File: src/sv/assert_macros.svh
// Assertion macros shared by the RTL.
`ifndef ASSERT_MACROS_SVH
`define ASSERT_MACROS_SVH

// Same-cycle implication, checked out of reset.
`define ASSERT_IMP(lbl, ante, cons) \
    lbl: assert property (@(posedge i_clk) disable iff (!i_rst_n) (ante) |-> (cons)) \
        else $error("implication check failed");

// Next-cycle implication, checked out of reset.
`define ASSERT_NXT(lbl, ante, cons) \
    lbl: assert property (@(posedge i_clk) disable iff (!i_rst_n) (ante) |=> (cons)) \
        else $error("next-cycle check failed");

`endif

File: src/sv/zpc_pkg.sv
// Types, constants and helpers of the ZMP preview controller.
package zpc_pkg;

    localparam int PREVIEW_LEN = 256;
    localparam int WIN_AW      = $clog2(PREVIEW_LEN);
    localparam int CNT_W       = WIN_AW + 2;

    localparam logic OP_LOAD   = 1'b0;
    localparam logic OP_SAMPLE = 1'b1;

    localparam logic [2:0] CFG_KI   = 3'd0;
    localparam logic [2:0] CFG_KPOS = 3'd1;
    localparam logic [2:0] CFG_KVEL = 3'd2;
    localparam logic [2:0] CFG_KACC = 3'd3;
    localparam logic [2:0] CFG_T    = 3'd4;
    localparam logic [2:0] CFG_HSQ  = 3'd5;
    localparam logic [2:0] CFG_SCB  = 3'd6;
    localparam logic [2:0] CFG_HOG  = 3'd7;

    typedef struct packed {
        logic               op;
        logic [7:0]         gain_index;
        logic signed [47:0] gain_value;
        logic signed [31:0] ref_x;
        logic signed [31:0] ref_y;
    } t_in_item;

    typedef struct packed {
        logic signed [31:0] com_x;
        logic signed [31:0] com_y;
        logic signed [31:0] zmp_x;
        logic signed [31:0] zmp_y;
    } t_out_item;

    typedef struct packed {
        logic valid;
        logic first;
        logic sub;
        logic sh32;
    } t_mac_ctl;

    function automatic logic signed [31:0] sat33(input logic signed [32:0] v);
        logic signed [31:0] r;
        if (v[32] == v[31]) begin
            r = v[31:0];
        end else if (v[32]) begin
            r = 32'sh8000_0000;
        end else begin
            r = 32'sh7FFF_FFFF;
        end
        return r;
    endfunction

endpackage

File: src/sv/zpc_mac.sv
// Shared multiply-accumulate unit with rounding and saturation to Q16.16.
module zpc_mac (
    input  logic                i_clk,
    input  logic                i_rst_n,
    input  zpc_pkg::t_mac_ctl   i_ctl,
    input  logic signed [32:0]  i_op_a,
    input  logic signed [32:0]  i_op_b,
    input  logic                i_rnd24,
    output logic signed [31:0]  o_rnd
);
    import zpc_pkg::*;

    t_mac_ctl           r_ctl;
    logic signed [65:0] r_prod;
    logic signed [95:0] r_acc;
    logic signed [95:0] n_acc;
    logic signed [95:0] prod_ext;
    logic signed [95:0] term;
    logic signed [95:0] base;
    logic signed [95:0] rsum;
    logic signed [71:0] shifted;
    logic               in_range;

    always_ff @(posedge i_clk) begin
        if (!i_rst_n) begin
            r_ctl <= '0;
        end else begin
            r_ctl <= i_ctl;
        end
        r_prod <= i_op_a * i_op_b;
        if (r_ctl.valid) begin
            r_acc <= n_acc;
        end
    end

    always_comb begin
        prod_ext = {{30{r_prod[65]}}, r_prod};
        term     = r_ctl.sh32 ? (prod_ext <<< 32) : prod_ext;
        base     = r_ctl.first ? '0 : r_acc;
        n_acc    = r_ctl.sub ? (base - term) : (base + term);
    end

    always_comb begin
        rsum     = r_acc + (i_rnd24 ? (96'sd1 <<< 23) : (96'sd1 <<< 31));
        shifted  = i_rnd24 ? rsum[95:24] : {{8{rsum[95]}}, rsum[95:32]};
        in_range = (&shifted[71:31]) | ~(|shifted[71:31]);
        if (in_range) begin
            o_rnd = shifted[31:0];
        end else if (shifted[71]) begin
            o_rnd = 32'sh8000_0000;
        end else begin
            o_rnd = 32'sh7FFF_FFFF;
        end
    end

endmodule

File: config.mk
export PLATFORM = sky130hd
export DESIGN_NAME = zpc_mac
export DESIGN_NICKNAME = d
export VERILOG_FILES = /design/src/sv/assert_macros.svh /design/src/sv/zpc_pkg.sv /design/src/sv/zpc_mac.sv
export SDC_FILE = /design/constraint.sdc
export NUM_CORES = 2
export LEC_CHECK = 0
export BUFFER_PORTS_ARGS = -buffer_cell sky130_fd_sc_hd__buf_2
export CORE_ASPECT_RATIO = 0.5
export CORE_MARGIN = 2
export CORE_UTILIZATION = 68
export CTS_BUF_LIST = sky130_fd_sc_hd__clkbuf_4
export DETAILED_ROUTE_END_ITERATION = 8
export PLACE_DENSITY = 0.85
export SLEW_MARGIN = 20
export SYNTH_ARGS = -nofsm -noshare
export SYNTH_HDL_FRONTEND = slang
export SYNTH_SLANG_ARGS = --single-unit
File: constraint.sdc
create_clock -name i_clk -period 10.65 [get_ports i_clk]
set_input_delay 2.13 -clock i_clk [delete_from_list [all_inputs] [get_ports i_clk]]
set_output_delay 2.13 -clock i_clk [all_outputs]
set_load 0.05 [all_outputs]
# --- Word level (Yosys, flattened, before mapping) ---
# Cells that the tools add are included.
classes:
  n_mux: 7
  n_reduce_logical: 2
  n_addsub: 3
  bitwise_logic: 2
  mul: 1
ops:
  columns: ["cell", "n"]
  rows:
  - ["two-way mux 96 bit", 3]
  - ["adder 96 x 33 -> 96 bit", 1]
  - ["adder 96 bit", 1]
  - ["two-way mux 32 bit", 3]
  - ["subtractor 96 bit", 1]
  - ["two-way mux 71 bit", 1]
  - ["multiplier 33 x 33 -> 66 bit", 1]
  - ["AND reduction 41 bit", 1]
  - ["OR reduction 41 bit", 1]
  - ["NOT 1 bit", 1]
  - ["bitwise OR 1 bit", 1]
totals:
  out_inout_bits: 32
  ff_bits: 166

# --- Longest topological paths before layout ---
depth:
  word_depth: 7
  mapped_depth: 30
  mapped_depth_nobuf: 29

# --- Worst setup path before layout ---
# OpenSTA, ideal clock, no wires.
synth_timing:
  kind: "input to register"
  startpoint: "input port i_op_a[32]"
  endpoint: "register r_prod[62]"
  setup_slack_ps: 1306
  path_buffers: 1
  path_stages: 24
  setup_ps: 72
  arrival_time_ps: 9272
  path_cell_list: "clkbuf_1 nand2_1 inv_1 fa_1 inv_1 fa_1 inv_1 fa_1 fa_1 fa_1 fa_1 fa_1 inv_1 fa_1 inv_1 ha_1 a21oi_1 o21ai_0 a21o_1 a21o_1 a41oi_1 o21ai_0 a221oi_1 xnor2_1"
synth_between:
  elab_chain_len: 1
synth_lines:
  columns: ["element", "line", "text"]
  rows:
  - ["start: declaration", "zpc_mac.sv:6", "input logic signed [32:0] i_op_a,"]
  - ["multiplier 33 x 33 -> 66 bit", "zpc_mac.sv:30", "r_prod <= i_op_a * i_op_b;"]
  - ["end signal: assignment", "zpc_mac.sv:30", null]
  - ["end: declaration", "zpc_mac.sv:14", "logic signed [65:0] r_prod;"]
# Every way passes these cells.
# A chain may end at the register's enable or synchronous reset.

# --- Final worst setup path ---
layout_timing:
  startpoint: "input port i_op_b[3]"
  endpoint: "register r_prod[63]"
layout_between:
  elab_chain_len: 1
layout_lines:
  columns: ["element", "line", "text"]
  rows:
  - ["start: declaration", "zpc_mac.sv:7", "input logic signed [32:0] i_op_b,"]
  - ["multiplier 33 x 33 -> 66 bit", "zpc_mac.sv:30", null]
# Every way passes these cells.

==> impl_metrics.env <==
export IMPL_worst_slew_pin_slew_ns=0.995
export IMPL_drc=0
export IMPL_synth_compound_area_share_pct=8.59
export IMPL_port_buffers=104
export IMPL_post_place_cells=7249
export IMPL_clk_pin_slew_ns=0.16
export IMPL_finalWorstSetupSlack_ns=0.916
export IMPL_setup_viol=0
export IMPL_rr_startpoint="r_ctl[0]"
export IMPL_dp_hpwl_um=135000
export IMPL_cts_buffers=17
export IMPL_critPathSlowestCell="fa_1"
export IMPL_cts_tree="yes"
export IMPL_clk_latency_ns=0.68
export IMPL_synth_area_mm2=0.0553
export IMPL_synthMuxAreaShare_pct=1.34
export IMPL_design_area_mm2=0.0569
export IMPL_relSlewSlack_pct=33.6
export IMPL_finalNonFillerCells=7290
export IMPL_syn_area_per_cell_um2=8.77
export IMPL_synth_distinct_cells=77
export IMPL_yosys_top_cells_count="inv_1, fa_1, nand2_1"
export IMPL_worst_path_most_repeated_cell="fa_1"
export IMPL_place_ws_ns=0.338
export IMPL_cts_num_sinks=166
export IMPL_cp_startpoint="i_op_b[3]"
export IMPL_synthAdderAreaFrac_pct=48.6
export IMPL_critical_path_arrival_ns=10.34
export IMPL_ios=105
export IMPL_crit_path_start_kind="primary input"
export IMPL_nNetsFinal=7715
export IMPL_first_global_vias=47800
export IMPL_drtIter0Drc=4976
export IMPL_syn_nets=7841
export IMPL_synthFlopType="edfxtp_1"
export IMPL_die_h_um=206
export IMPL_globalplace_congestion=1.02
export IMPL_initial_utilization_pct=69.1
export IMPL_antenna_found_initial=11
export IMPL_cts_setup_buffers=0
export IMPL_final_layout_size_suffix_gt1_share_pct=4.33
export IMPL_vias=45300
export IMPL_yosysWarnings=0
export IMPL_syn_to_final_growth_pct=2.87
export IMPL_drt_first_pass_iters=8
export IMPL_grt_max_degree=79
export IMPL_synthTopCellsByArea="fa_1, inv_1, ha_1"
export IMPL_drt_wl_total_um=167000
export IMPL_fp_row_count=73
export IMPL_dpl_instance_area_mm2=0.0566
export IMPL_critPathKind="primary input to flip-flop"
export IMPL_fin_crit_sh_pct=91.4
export IMPL_holdBufCountCts=0
export IMPL_hold_violations=0
export IMPL_cts_max_path_buffers=2
export IMPL_end_kind="flip-flop"
export IMPL_synth_top_family_by_area="adder cells"
export IMPL_yosysSeqAreaShare_pct=7.74
export IMPL_grtUsageTotal_pct=40.7
export IMPL_synth_simple_area_share_pct=18.3
export IMPL_holdPathStages=3
export IMPL_globalRoute_totalOverflow=0
export IMPL_antenna_left=0
export IMPL_maxSlewViolCount=0
export IMPL_vias_per_cell=6.21
export IMPL_dieArea_mm2=0.0838
export IMPL_max_cap_violations=0
export IMPL_hp_class="flip-flop to flip-flop"
export IMPL_critical_path_max_stage_delay_ns=0.57
export IMPL_worst_ep_required_time_ns=11.26
export IMPL_status="completed"
export IMPL_ctsRootBufferMaster="clkbuf_4"
export IMPL_rr_worst_depth=20
export IMPL_synth_edff_count=96
export IMPL_post_drt_wl_per_cell_um=22.9
export IMPL_fmax_ghz=0.103
export IMPL_critPathMaxFanout=18
export IMPL_yosysMostFrequentCell="inv_1"
export IMPL_finalClockSkew_ns=0.0369
export IMPL_min_period_ns=9.73
export IMPL_synth_area_leader_cell="fa_1"
export IMPL_ys_ff_latch=166
export IMPL_synthArstFlopShare_pct=0
export IMPL_synth_xor_area_share_pct=4.95
export IMPL_synth_top_cell_area_share_pct=41.5
export IMPL_h_tree_depth=4
export IMPL_cts_resized=0
export IMPL_die_x_um=407
export IMPL_syn_inst=6307
export IMPL_tns_ns=0
export IMPL_grt_first_pass_wirelength_um=262000
export IMPL_core_area_mm2=0.0800
export IMPL_rsz0062_at_grt="false"
export IMPL_min_from="r_acc[0]"
==> sequential cells by signal (all words and copies together), names as in the netlist <==
name    cells
r_acc      96
r_ctl       4
r_prod     66
==> final cells by class <==
cell class	count	area, um^2
multi-input cells	4602	45300
fillers	6018	23100
inverters	1214	4560
flip-flops and latches	166	4290
well taps	1087	1360
repair buffers	180	1090
clock inverters	15	174
clock buffers	17	128
diodes	9	22.5
==> layer usage <==
metal | wire length, um | part of all wire (%) | global-route usage [%]
met5 | 64 | 0.038 | 0
met4 | 10500 | 6.3 | 21.7
met3 | 19300 | 12 | 9.69
met2 | 74400 | 45 | 64.1
met1 | 62600 | 38 | 52.8
==> path summary, 6_finish.rpt <==
kind | endpoint | slack [ns]
min reg2reg | r_acc[0] | 0.77
max reg2reg | r_acc[95] | 2.76
max | r_prod[63] | 0.92
min | r_acc[0] | 0.77
==> worst max-delay path: cells and delay by family <==
| kind | cells | cell delay [ns] |
|---|---|---|
| and+or+nand+nor | 5 | 0.67 |
| adders and majority gates | 9 | 4.43 |
| xor gates and xnor gates | 1 | 0.18 |
| buffers and inverters | 7 | 1.05 |
| AOI/OAI and AO/OA | 6 | 1.85 |
==> kinds of logic after synthesis <==
family                     count (synthesis)
AOI/OAI and AO/OA                        763
buffers and inverters                   1539
DFF                                      166
adders and majority gates               1461
xor gates and xnor gates                 313
and+or+nand+nor                         1996
muxes                                     69
==> stage by stage <==
step	util (%)	hold slack, ns
after CTS	71.1	0.766
after detailed placement	70.7	0.745
after global routing	71.1	0.827
final	71.1	0.767
after global placement	70.7	0.728
after floorplan	-	0.712
==> placed cells by master, fill, tap and decap left out, types with 80 or more instances in the layout <==
cell type	instances
inv_1	1212
fa_1	1146
nand2_1	694
and2_1	578
ha_1	315
a21oi_1	282
nor2_1	228
xnor2_1	171
o21ai_0	145
xor2_1	141
nor2b_1	111
buf_2	104
a21o_1	96
edfxtp_1	96
nand4_1	80
Power is left out: the tool's default activity adds up to more than one toggle a clock period on the data nets, which glitch-free logic cannot reach.
